[config.mk]
export PLATFORM = sky130hd
export DESIGN_NAME = tx_slot_ownership_pool_unit_flat
export DESIGN_NICKNAME = d
export VERILOG_FILES = /design/src/rtl/core/tsop_pkg.sv /design/src/rtl/core/tsop_if.sv /design/src/rtl/core/tsop_ram.sv /design/src/rtl/core/tsop_front.sv /design/src/rtl/core/tsop_back.sv /design/src/rtl/core/tx_slot_ownership_pool_unit.sv /design/src/flat_wrapper.sv
export SDC_FILE = /design/constraint.sdc
export NUM_CORES = 1
export LEC_CHECK = 0
export ABC_AREA = 1
export BUFFER_PORTS_ARGS = -buffer_cell sky130_fd_sc_hd__buf_4
export CAP_MARGIN = 30
export CORE_AREA = 2 2 174 193
export CTS_CLUSTER_DIAMETER = 100
export DETAILED_ROUTE_END_ITERATION = 12
export DIE_AREA = 0 0 176 195
export MAX_ROUTING_LAYER = met4
export PLACE_DENSITY = 0.58
export SLEW_MARGIN = 20
export SYNTH_ARGS = -nofsm -noshare
export SYNTH_HDL_FRONTEND = slang
export SYNTH_HIERARCHICAL = 1
export SYNTH_SLANG_ARGS = --single-unit
export TNS_END_PERCENT = 20
[constraint.sdc]
create_clock -name clk -period 4.7 [get_ports clk]
set_clock_uncertainty 0.15 [all_clocks]
set_input_delay 0.705 -clock clk [delete_from_list [all_inputs] [get_ports clk]]
set_output_delay 0.705 -clock clk [all_outputs]
set_load 0.02 [all_outputs]
[src/rtl/core/tsop_pkg.sv]
// tsop_pkg: shared constants, codes and types of the transmit slot ownership pool.
// No dependencies; compiled first.
`default_nettype none

package tsop_pkg;

	localparam int NUM_SLOTS_DEF  = 8;
	localparam int SLOT_BYTES_DEF = 256;

	localparam int OP_W      = 2;
	localparam int SEL_W     = 3;
	localparam int LEN_W     = 9;
	localparam int ADDR_W    = 8;
	localparam int PEND_W    = 4;
	localparam int LEN_CMP_W = 13;

	localparam int Q_DEPTH = 2;
	localparam int Q_PTR_W = 1;
	localparam int Q_CNT_W = 2;

	typedef enum logic [OP_W-1:0] {
		OP_ALLOC   = 2'd0,
		OP_SUBMIT  = 2'd1,
		OP_TAKE    = 2'd2,
		OP_RELEASE = 2'd3
	} op_t;

	typedef enum logic [1:0] {
		OWN_FREE   = 2'd0,
		OWN_HELD   = 2'd1,
		OWN_READY  = 2'd2,
		OWN_FLIGHT = 2'd3
	} own_t;

	typedef struct packed {
		op_t               op;
		logic [SEL_W-1:0]  sel;
		logic              sel_ok;
		logic [LEN_W-1:0]  len;
		logic [ADDR_W-1:0] addr;
	} dec_t;

endpackage

`default_nettype wire

[src/rtl/core/tsop_if.sv]
// tsop_req_if / tsop_rsp_if: valid/ready channels carrying one op word and one result word.
// Depends on tsop_pkg for field widths.
`default_nettype none

interface tsop_req_if;
	logic                         valid;
	logic                         ready;
	logic [tsop_pkg::OP_W-1:0]    op;
	logic [tsop_pkg::SEL_W-1:0]   slot_sel;
	logic [tsop_pkg::LEN_W-1:0]   length;
	logic [tsop_pkg::ADDR_W-1:0]  dest_addr;

	modport source (output valid, op, slot_sel, length, dest_addr, input ready);
	modport sink   (input valid, op, slot_sel, length, dest_addr, output ready);
endinterface

interface tsop_rsp_if;
	logic                         valid;
	logic                         ready;
	logic                         status;
	logic [tsop_pkg::SEL_W-1:0]   slot_index;
	logic [tsop_pkg::LEN_W-1:0]   max_bytes;
	logic [tsop_pkg::LEN_W-1:0]   send_length;
	logic [tsop_pkg::ADDR_W-1:0]  send_addr;
	logic [tsop_pkg::PEND_W-1:0]  pending;

	modport source (output valid, status, slot_index, max_bytes, send_length, send_addr,
		pending, input ready);
	modport sink   (input valid, status, slot_index, max_bytes, send_length, send_addr,
		pending, output ready);
endinterface

`default_nettype wire

[src/rtl/core/tsop_ram.sv]
// tsop_ram: generic single-write, single-read RAM with registered read data.
// No dependencies.
`default_nettype none

module tsop_ram #(
	parameter int WIDTH = 8,
	parameter int DEPTH = 8
) (
	input  wire logic                                 clk,
	input  wire logic                                 we,
	input  wire logic [(DEPTH > 1 ? $clog2(DEPTH) : 1)-1:0] waddr,
	input  wire logic [WIDTH-1:0]                     wdata,
	input  wire logic                                 re,
	input  wire logic [(DEPTH > 1 ? $clog2(DEPTH) : 1)-1:0] raddr,
	output logic      [WIDTH-1:0]                     rdata
);

	logic [WIDTH-1:0] mem_q [DEPTH];

	always_ff @(posedge clk) begin
		if (we) begin
			mem_q[waddr] <= wdata;
		end
		if (re) begin
			rdata <= mem_q[raddr];
		end
	end

endmodule

`default_nettype wire

[src/rtl/core/tsop_front.sv]
// tsop_front: accepts op words, clamps the byte count, checks the slot select,
// and queues decoded words for the back end. Depends on tsop_pkg, tsop_if.
`default_nettype none

module tsop_front #(
	parameter int NUM_SLOTS  = tsop_pkg::NUM_SLOTS_DEF,
	parameter int SLOT_BYTES = tsop_pkg::SLOT_BYTES_DEF
) (
	input  wire logic       clk,
	input  wire logic       arst_n,
	tsop_req_if.sink        req,
	output logic            q_valid,
	output tsop_pkg::dec_t  q_data,
	input  wire logic       q_pop
);

	tsop_pkg::dec_t                    mem_q [tsop_pkg::Q_DEPTH];
	tsop_pkg::dec_t                    dec;
	logic [tsop_pkg::Q_PTR_W-1:0]      wr_ptr_q;
	logic [tsop_pkg::Q_PTR_W-1:0]      rd_ptr_q;
	logic [tsop_pkg::Q_CNT_W-1:0]      cnt_q;
	logic                              push;

	assign req.ready = (cnt_q != tsop_pkg::Q_CNT_W'(tsop_pkg::Q_DEPTH));
	assign push      = req.valid && req.ready;
	assign q_valid   = (cnt_q != '0);
	assign q_data    = mem_q[rd_ptr_q];

	always_comb begin
		dec.op     = tsop_pkg::op_t'(req.op);
		dec.sel    = req.slot_sel;
		dec.sel_ok = (int'(req.slot_sel) < NUM_SLOTS);
		dec.addr   = req.dest_addr;
		if (tsop_pkg::LEN_CMP_W'(req.length) > tsop_pkg::LEN_CMP_W'(SLOT_BYTES)) begin
			dec.len = tsop_pkg::LEN_W'(SLOT_BYTES);
		end else begin
			dec.len = req.length;
		end
	end

	always_ff @(posedge clk) begin
		if (push) begin
			mem_q[wr_ptr_q] <= dec;
		end
	end

	always_ff @(posedge clk or negedge arst_n) begin
		if (!arst_n) begin
			wr_ptr_q <= '0;
			rd_ptr_q <= '0;
			cnt_q    <= '0;
		end else begin
			if (push) begin
				wr_ptr_q <= wr_ptr_q + 1'b1;
			end
			if (q_pop) begin
				rd_ptr_q <= rd_ptr_q + 1'b1;
			end
			if (push && !q_pop) begin
				cnt_q <= cnt_q + 1'b1;
			end else if (!push && q_pop) begin
				cnt_q <= cnt_q - 1'b1;
			end
		end
	end

endmodule

`default_nettype wire

[src/rtl/core/tsop_back.sv]
// tsop_back: owner-state table, priority search, pending count, slot RAM and
// the result register. Depends on tsop_pkg, tsop_if, tsop_ram.
`default_nettype none

module tsop_back #(
	parameter int NUM_SLOTS  = tsop_pkg::NUM_SLOTS_DEF,
	parameter int SLOT_BYTES = tsop_pkg::SLOT_BYTES_DEF
) (
	input  wire logic            clk,
	input  wire logic            arst_n,
	input  wire logic            q_valid,
	input  wire tsop_pkg::dec_t  q_data,
	output logic                 q_pop,
	tsop_rsp_if.source           rsp
);

	localparam int IDX_W = (NUM_SLOTS > 1) ? $clog2(NUM_SLOTS) : 1;
	localparam int CNT_W = $clog2(NUM_SLOTS + 1);
	localparam int RAM_W = tsop_pkg::LEN_W + tsop_pkg::ADDR_W;

	tsop_pkg::own_t                owner_q [NUM_SLOTS];
	tsop_pkg::own_t                owner_d [NUM_SLOTS];
	logic [CNT_W-1:0]              pend_q;
	logic [CNT_W-1:0]              pend_d;
	logic                          rsp_valid_q;
	logic                          status_q;
	logic [tsop_pkg::SEL_W-1:0]    idx_q;
	logic [tsop_pkg::LEN_W-1:0]    maxb_q;
	logic                          take_q;

	logic                          fire;
	logic                          found_free, found_ready, found_flight;
	logic [IDX_W-1:0]              free_idx, ready_idx, flight_idx;
	logic [IDX_W-1:0]              sel_idx;
	logic                          st_d;
	logic [IDX_W-1:0]              idx_d;
	logic [tsop_pkg::LEN_W-1:0]    maxb_d;
	logic                          take_d;
	logic                          we;
	logic                          re;
	logic [RAM_W-1:0]              rdata;

	assign fire    = q_valid && (!rsp_valid_q || rsp.ready);
	assign q_pop   = fire;
	assign sel_idx = IDX_W'(q_data.sel);

	// lowest slot wins
	always_comb begin
		found_free   = 1'b0;
		found_ready  = 1'b0;
		found_flight = 1'b0;
		free_idx     = '0;
		ready_idx    = '0;
		flight_idx   = '0;
		for (int i = NUM_SLOTS - 1; i >= 0; i--) begin
			if (owner_q[i] == tsop_pkg::OWN_FREE) begin
				found_free = 1'b1;
				free_idx   = IDX_W'(i);
			end
			if (owner_q[i] == tsop_pkg::OWN_READY) begin
				found_ready = 1'b1;
				ready_idx   = IDX_W'(i);
			end
			if (owner_q[i] == tsop_pkg::OWN_FLIGHT) begin
				found_flight = 1'b1;
				flight_idx   = IDX_W'(i);
			end
		end
	end

	always_comb begin
		owner_d = owner_q;
		pend_d  = pend_q;
		st_d    = 1'b1;
		idx_d   = '0;
		maxb_d  = '0;
		take_d  = 1'b0;
		we      = 1'b0;
		re      = 1'b0;
		unique case (q_data.op)
			tsop_pkg::OP_ALLOC: begin
				if (found_free) begin
					owner_d[free_idx] = tsop_pkg::OWN_HELD;
					st_d              = 1'b0;
					idx_d             = free_idx;
					maxb_d            = tsop_pkg::LEN_W'(SLOT_BYTES);
				end
			end
			tsop_pkg::OP_SUBMIT: begin
				if (q_data.sel_ok && owner_q[sel_idx] == tsop_pkg::OWN_HELD) begin
					owner_d[sel_idx] = tsop_pkg::OWN_READY;
					pend_d           = CNT_W'(pend_q + 1'b1);
					st_d             = 1'b0;
					we               = fire;
				end
			end
			tsop_pkg::OP_TAKE: begin
				if (found_ready) begin
					owner_d[ready_idx] = tsop_pkg::OWN_FLIGHT;
					st_d               = 1'b0;
					idx_d              = ready_idx;
					take_d             = 1'b1;
					re                 = fire;
				end
			end
			tsop_pkg::OP_RELEASE: begin
				if (found_flight) begin
					owner_d[flight_idx] = tsop_pkg::OWN_FREE;
					st_d                = 1'b0;
					if (pend_q != '0) begin
						pend_d = CNT_W'(pend_q - 1'b1);
					end
				end
			end
			default: begin
				st_d = 1'b1;
			end
		endcase
	end

	always_ff @(posedge clk or negedge arst_n) begin
		if (!arst_n) begin
			for (int i = 0; i < NUM_SLOTS; i++) begin
				owner_q[i] <= tsop_pkg::OWN_FREE;
			end
			pend_q      <= '0;
			rsp_valid_q <= 1'b0;
		end else begin
			if (fire) begin
				owner_q     <= owner_d;
				pend_q      <= pend_d;
				rsp_valid_q <= 1'b1;
			end else if (rsp.ready) begin
				rsp_valid_q <= 1'b0;
			end
		end
	end

	always_ff @(posedge clk) begin
		if (fire) begin
			status_q <= st_d;
			idx_q    <= tsop_pkg::SEL_W'(idx_d);
			maxb_q   <= maxb_d;
			take_q   <= take_d;
		end
	end

	// {length, addr} per slot; read data holds while the result stalls
	tsop_ram #(
		.WIDTH(RAM_W),
		.DEPTH(NUM_SLOTS)
	) u_slot_ram (
		.clk   (clk),
		.we    (we),
		.waddr (sel_idx),
		.wdata ({q_data.len, q_data.addr}),
		.re    (re),
		.raddr (ready_idx),
		.rdata (rdata)
	);

	assign rsp.valid       = rsp_valid_q;
	assign rsp.status      = status_q;
	assign rsp.slot_index  = idx_q;
	assign rsp.max_bytes   = maxb_q;
	assign rsp.send_length = take_q ? rdata[RAM_W-1:tsop_pkg::ADDR_W] : '0;
	assign rsp.send_addr   = take_q ? rdata[tsop_pkg::ADDR_W-1:0] : '0;
	assign rsp.pending     = tsop_pkg::PEND_W'(pend_q);

endmodule

`default_nettype wire

[src/rtl/core/tx_slot_ownership_pool_unit.sv]
// tx_slot_ownership_pool_unit: top level of the transmit slot ownership pool.
// Depends on tsop_pkg, tsop_if, tsop_front, tsop_back (and tsop_ram below it).
//
//   channel  dir  word                                           handshake
//   req      in   op, slot_sel, length, dest_addr               valid/ready
//   rsp      out  status, slot_index, max_bytes, send_length,   valid/ready
//                 send_addr, pending
//
// One op per cycle unless rsp stalls; a taken op is queued, then executed.
// The rate is set by the combinational priority search over the owner states.
// Reset marks every slot free and clears the pending count; no clearing pass.
// A two-word queue separates intake from execution, so req keeps flowing while
// a result waits on rsp; req.ready drops only when the queue is full.
`default_nettype none

module tx_slot_ownership_pool_unit #(
	parameter int NUM_SLOTS  = tsop_pkg::NUM_SLOTS_DEF,
	parameter int SLOT_BYTES = tsop_pkg::SLOT_BYTES_DEF
) (
	input  wire logic  clk,
	input  wire logic  arst_n,
	tsop_req_if.sink   req,
	tsop_rsp_if.source rsp
);

	logic           q_valid;
	logic           q_pop;
	tsop_pkg::dec_t q_data;

	tsop_front #(
		.NUM_SLOTS  (NUM_SLOTS),
		.SLOT_BYTES (SLOT_BYTES)
	) u_front (
		.clk     (clk),
		.arst_n  (arst_n),
		.req     (req),
		.q_valid (q_valid),
		.q_data  (q_data),
		.q_pop   (q_pop)
	);

	tsop_back #(
		.NUM_SLOTS  (NUM_SLOTS),
		.SLOT_BYTES (SLOT_BYTES)
	) u_back (
		.clk     (clk),
		.arst_n  (arst_n),
		.q_valid (q_valid),
		.q_data  (q_data),
		.q_pop   (q_pop),
		.rsp     (rsp)
	);

endmodule

`default_nettype wire

[src/flat_wrapper.sv]
// flat-port wrapper written by rule: the top's interface ports become plain ports
module tx_slot_ownership_pool_unit_flat 
#(
	parameter int NUM_SLOTS  = tsop_pkg::NUM_SLOTS_DEF,
	parameter int SLOT_BYTES = tsop_pkg::SLOT_BYTES_DEF
)
  (clk, arst_n, req_valid, req_op, req_slot_sel, req_length, req_dest_addr, req_ready, rsp_valid, rsp_status, rsp_slot_index, rsp_max_bytes, rsp_send_length, rsp_send_addr, rsp_pending, rsp_ready);
  tsop_req_if req_i ();
  tsop_rsp_if rsp_i ();
  input  wire logic clk;
  input  wire logic arst_n;
  input wire logic [$bits(req_i.valid)-1:0] req_valid;
  input wire logic [$bits(req_i.op)-1:0] req_op;
  input wire logic [$bits(req_i.slot_sel)-1:0] req_slot_sel;
  input wire logic [$bits(req_i.length)-1:0] req_length;
  input wire logic [$bits(req_i.dest_addr)-1:0] req_dest_addr;
  output wire logic [$bits(req_i.ready)-1:0] req_ready;
  output wire logic [$bits(rsp_i.valid)-1:0] rsp_valid;
  output wire logic [$bits(rsp_i.status)-1:0] rsp_status;
  output wire logic [$bits(rsp_i.slot_index)-1:0] rsp_slot_index;
  output wire logic [$bits(rsp_i.max_bytes)-1:0] rsp_max_bytes;
  output wire logic [$bits(rsp_i.send_length)-1:0] rsp_send_length;
  output wire logic [$bits(rsp_i.send_addr)-1:0] rsp_send_addr;
  output wire logic [$bits(rsp_i.pending)-1:0] rsp_pending;
  input wire logic [$bits(rsp_i.ready)-1:0] rsp_ready;
  assign req_i.valid = req_valid;
  assign req_i.op = req_op;
  assign req_i.slot_sel = req_slot_sel;
  assign req_i.length = req_length;
  assign req_i.dest_addr = req_dest_addr;
  assign req_ready = req_i.ready;
  assign rsp_valid = rsp_i.valid;
  assign rsp_status = rsp_i.status;
  assign rsp_slot_index = rsp_i.slot_index;
  assign rsp_max_bytes = rsp_i.max_bytes;
  assign rsp_send_length = rsp_i.send_length;
  assign rsp_send_addr = rsp_i.send_addr;
  assign rsp_pending = rsp_i.pending;
  assign rsp_i.ready = rsp_ready;
  tx_slot_ownership_pool_unit #(.NUM_SLOTS(NUM_SLOTS), .SLOT_BYTES(SLOT_BYTES)) u_core (.clk(clk), .arst_n(arst_n), .req(req_i), .rsp(rsp_i));
endmodule
After elaboration in Yosys (flattened, before gate mapping)
Memory sizes are Yosys's and may differ from the RTL's. A register that Yosys moved wholly into a read port is not among the register bits.
Index checks and enable logic that the tools add are counted.

word-level totals
  bits in registers = 39
  bits in latches = 0
  bits in writable memories = 180
  memory bits (read-only) = 0
  input port bits = 26
  output and inout port bits = 36
  word-level logic and storage cells = 195
  memories kept = 2

operators by class
  $add $sub $neg = 6
  multiply operators = 0
  div/mod/pow operators = 0
  order comparisons = 9
  eq/ne operators = 26
  shift-type cells = 0
  multiplexer cells = 93
  bitwise operators = 13
  reductions and logical operators = 29

memory list
  memory                          depth  width  read ports  clocked after memory_dff  wr ports  RTL line          RTL
  u_core.u_back.u_slot_ram.mem_q  8      17     1           1                         1         tsop_ram.sv:18    logic [WIDTH-1:0] mem_q [DEPTH];
  u_core.u_front.mem_q            2      22     1           0                         1         tsop_front.sv:17  tsop_pkg::dec_t mem_q [tsop_pkg::Q_DEPTH];

operator list
  kind                                                                          count
  3-bit 2-to-1 mux                                                              26
  16-bit 2-to-1 mux                                                             4
  16-bit case mux with 4 select lines                                           1
  1-bit 2-to-1 mux                                                              39
  2-bit equality test, second input constant                                    18
  9-bit 2-to-1 mux                                                              3
  2-bit demux with 3-bit select                                                 4
  2-bit zero test                                                               9
  16-bit AND                                                                    1
  8-bit AND                                                                     2
  4-bit greater-or-equal comparator, second input constant                      4
  4-bit by 1-bit less-than comparator with 1-bit output, second input constant  4
  2-bit 2-to-1 mux                                                              8
  16-bit NOT                                                                    1
  3-bit NOT with 4-bit output                                                   4
  8-bit NOT                                                                     2
  16-bit OR                                                                     1
  8-bit OR                                                                      2
  4-bit 2-to-1 mux                                                              3
  2-bit inequality test, second input constant                                  6
  5-bit AND reduction                                                           2
  9-bit greater-than comparator, second input constant                          1
  1-bit logical AND                                                             8
  8-bit 2-to-1 mux                                                              1
  other kinds (15)                                                              22

Longest topological paths before layout
  depth after elaboration = 18
  depth in mapped cells = 19
  depth with buffers taken out = 16

Cells and area by module
The synthesis kept the hierarchy.

by module, submodules not included
  module      instances  cells an instance  area each (sq um)  sequential area each (sq um)
  tsop_ram    1          623                6502.5             4594.4
  tsop_back   1          468                2800.2             705.7
  tsop_front  1          121                1904.3             1421.4

Least setup slack after synthesis
No wires, ideal clock.

  kind = register to register
  start point = register u_core.u_front.rd_ptr_q
  end point = register u_core.u_back.u_slot_ram.rdata[0] (read register of u_core.u_back.u_slot_ram.mem_q), enable pin
  setup time = 412 ps
  arrival = 2631 ps
  required time = 4138 ps
  slack = 1506 ps
  cell stages (with the launch flop) = 8
  buffers on the path = 2
  clock period less this slack = 3194 ps
  cells stage by stage = dfrtp_1 -> buf_6 -> mux2_2 -> buf_2 -> inv_1 -> nor2_2 -> inv_1 -> nor3_1

RTL lines
  item                      RTL line          RTL
  start: declaration        tsop_front.sv:20  logic [tsop_pkg::Q_PTR_W-1:0] rd_ptr_q;
  start signal: assignment  tsop_front.sv:57  rd_ptr_q <= rd_ptr_q + 1'b1;
  end: declaration          tsop_ram.sv:15    output logic [WIDTH-1:0] rdata

==> impl_metrics.yaml <==
cells_and_area:
  drive_gt1_share_pct: 13.70
  nFillCells: 3207
  diodes: 0
  finalNonFillerCells: 1703
  final_common_cell: "nand2_1"
  syn_to_final_growth_pct: 13.62
  final_cell_mix: "nand2_1, inv_1, edfxtp_1"
  layout.nets: 1289
job:
  cap_viol_max_count: 0
critical_path:
  path_buf_inv: 3
  required_ns: 4.75
  worstSetupStartpointType: "register"
  crit_family: "simple AND/OR/NAND/NOR gates"
  cpMostUsedCell: "buf_4"
  path_max_fanout: 20
  worstPathCellList: "buf_4, mux2_2, nor2_2, inv_1, nor3_1, nand2_1, nor2_1, buf_4"
  cp-end-kind: "register"
  critPathArrivalTime_ns: 3.35
  slowest_delay_ns: 0.48
  critPathKind: "reg -> reg"
  critPathSlowestCell: "nor2_2"
drt:
  avgRoutedWirePerCell_um: 14.83
  via_per_inst: 4.548
  ant_nets: 0
  vias: 7745
  wl_mm: 25.25
  drcViolationCount: 0
  first_pass_iters: 5
  drt-initial-drc-count: 534
yosys:
  yosys_warnings: 6
  syn-cell-area_sq_mm: 0.01121
  syn_avg_cell_area_sq_um: 9.247
  synth_edf_count: 203
  syn_inst: 1212
  ys_async_sr_fraction_pct: 10.96
  ys_seq_elements: 228
  synth.distinct_cells: 40
  ys_seq_area_share_pct: 59.98
  ys.flop_type: "edfxtp_1"
global_route:
  first_global_vias: 7494
  grt_overflow: 0
  grt_pass1_wl_mm: 40.37
  grt_max_degree: 69
  antenna_found_initial: 0
  grt_usage_pct: 15.29
placed_design:
  pre_cts_ws_ns: 1.392
  port-buffer-count: 53
  gp_congestion: 0.8985
  hpwl_mm: 17.19
  dpl.cell_count: 1658
sta:
  timing.final.ws_setup_ns: 1.402
  worst_pin_slew_ns: 0.8188
  fin_tns_setup_ns: 0
  hold_viol: 0
  setup_violations: 0
  slew_viol_final: 0
  layout_worst_path_cycle_share_pct: 70.18
  period_minus_slack_ns: 3.298
  max_freq_mhz: 303.2
  slew_headroom_pct: 45.33
  rsz0062_at_grt: "false"
  holdWs_ns: 0.2045
clock_network:
  clock_sinks: 228
  clk_latency_ns: 0.53
  tritoncts: "done"
  cts_buffers: 24
  clk_pin_slew_ns: 0.06
  htree_levels: 1
  post_cts_resized: 0
  cts-root-buf: "clkbuf_16"
  ctsLongestPathBuffers: 3
worst_hold_path:
  min_path_type: "in -> reg"
pwr:
  p_total_mw: 8.355
  ir_drop_mv: 0.4769
  leakage_nw: 5.802
  p_per_area_mw_per_mm2: 656.1
floorplanning:
  die_h_um: 195
  dieArea_sq_mm: 0.03432
  rows: 69
  core_sq_mm: 0.03220
  initial_utilization_pct: 34.80
  die_w_um: 176
  pin_count: 62
status:
  run_status: "finished, final reports clean"
-- kinds of logic after synthesis --
kind of cell	Yosys count	share of synthesized area, %
AND/OR/NAND/NOR	631	24.08
buffers and inverters	280	10.74
flip-flops	228	59.98
AO/OA/AOI/OAI	38	1.864
multiplexers	22	2.211
XOR/XNOR	7	0.5471
adder cells (fa/ha/maj)	4	0.5136
other	2	0.06701
-- routing by layer --
| layer | vias to the layer above | track usage, % | share of wire, % |
|---|---|---|---|
| li1 | 3907 | - | - |
| met1 | 3606 | 21.27 | 48 |
| met2 | 200 | 23.56 | 45 |
| met3 | 32 | 2.336 | 5.3 |
| met4 | 0 | 3.765 | 1.7 |
| met5 | - | - | 0 |
-- area by class of cell --
cell class                 count  area [sq um]  share of cell area (%)
clock buffer                  26         608.1                   4.775
clock inverter                18         167.7                   1.317
inverter                     225         848.3                   6.662
multi-input combinational    711          3331                   26.16
sequential                   228          6721                   52.79
tap                          426         533.0                   4.186
timing repair buffer          69         524.3                   4.117
-- through the flow --
step	instance area (sq um)	util (%)
final	12730	39.54
after global routing	12730	39.54
after CTS	12730	39.54
after detailed placement	11950	37.10
after global placement	11930	37.05
after floorplan	11230	-
-- synthesized netlist by cell type, types with 2 or more instances --
library cell,number,area (sq um)
inv_2,15,56.30
buf_6,8,90.09
inv_1,207,777.0
clkbuf_1,9,33.78
nand4_2,2,25.02
buf_2,20,100.1
nor3_1,13,65.06
nor2_1,59,221.5
nor2_4,4,45.04
nand3_1,109,545.5
conb_1,2,7.510
o211ai_1,2,15.01
ha_1,3,37.54
o22ai_1,2,12.51
nand3b_1,4,30.03
nand2_1,412,1546
mux2_2,22,247.7
edfxtp_1,203,6096
nand3_2,4,40.04
nand4_1,8,50.05
dfrtp_1,25,625.6
nand2_2,9,56.30
a21oi_1,12,60.06
o21ai_1,7,35.03
buf_4,17,127.6
nor2_2,3,18.77
a21oi_2,2,17.52
xor2_1,6,52.55
a31oi_1,3,18.77
o21ai_0,10,50.05
-- worst paths after layout --
| kind | start | to | slack, ns | cells past startpoint |
|---|---|---|---|---|
| setup / recovery | u_core/u_front/rd_ptr_q | u_core/u_back/u_slot_ram/mem_q[2][2] | 1.40 | 8 |
| hold / removal | req_slot_sel[0] | u_core/u_front/mem_q[0][17] | 0.20 | 1 |
| setup reg to reg | u_core/u_front/rd_ptr_q | u_core/u_back/u_slot_ram/mem_q[2][2] | 1.40 | 8 |
| hold reg to reg | u_core/u_back/rsp.pending[3] | u_core/u_back/rsp.pending[3] | 0.35 | 1 |
| max in group asynchronous | arst_n | u_core/u_front/rd_ptr_q | 3.65 | 2 |
| min in group asynchronous | arst_n | u_core/u_back/owner_q[8] | 0.48 | 2 |
-- flip-flops by register name, indices dropped and copies added, names as in the netlist --
name / flops
u_core/u_back/take_q: 1
u_core/u_back/rsp.valid: 1
u_core/u_back/owner_q: 16
u_core/u_front/rd_ptr_q: 1
u_core/u_front/wr_ptr_q: 1
u_core/u_back/rsp.pending: 4
u_core/u_back/rsp.max_bytes: 1
u_core/u_back/rsp.slot_index: 3
u_core/u_back/u_slot_ram/mem_q: 136
u_core/u_front/cnt_q: 2
u_core/u_back/rsp.status: 1
u_core/u_back/u_slot_ram/rdata: 17
u_core/u_front/mem_q: 44
-- power breakdown --
part	internal, mW	switching [mW]
logic	1.06	2.51
clock network	1.05	0.782
registers	2.73	0.205
total	4.85	3.50
-- timing repair --
item                       CTS  global route
buffers inserted             0             0
setup endpoints to repair    0             0
hold buffers                 1             0
hold endpoints to repair    25             0
Note: power is estimated with default switching activity, not from simulation.
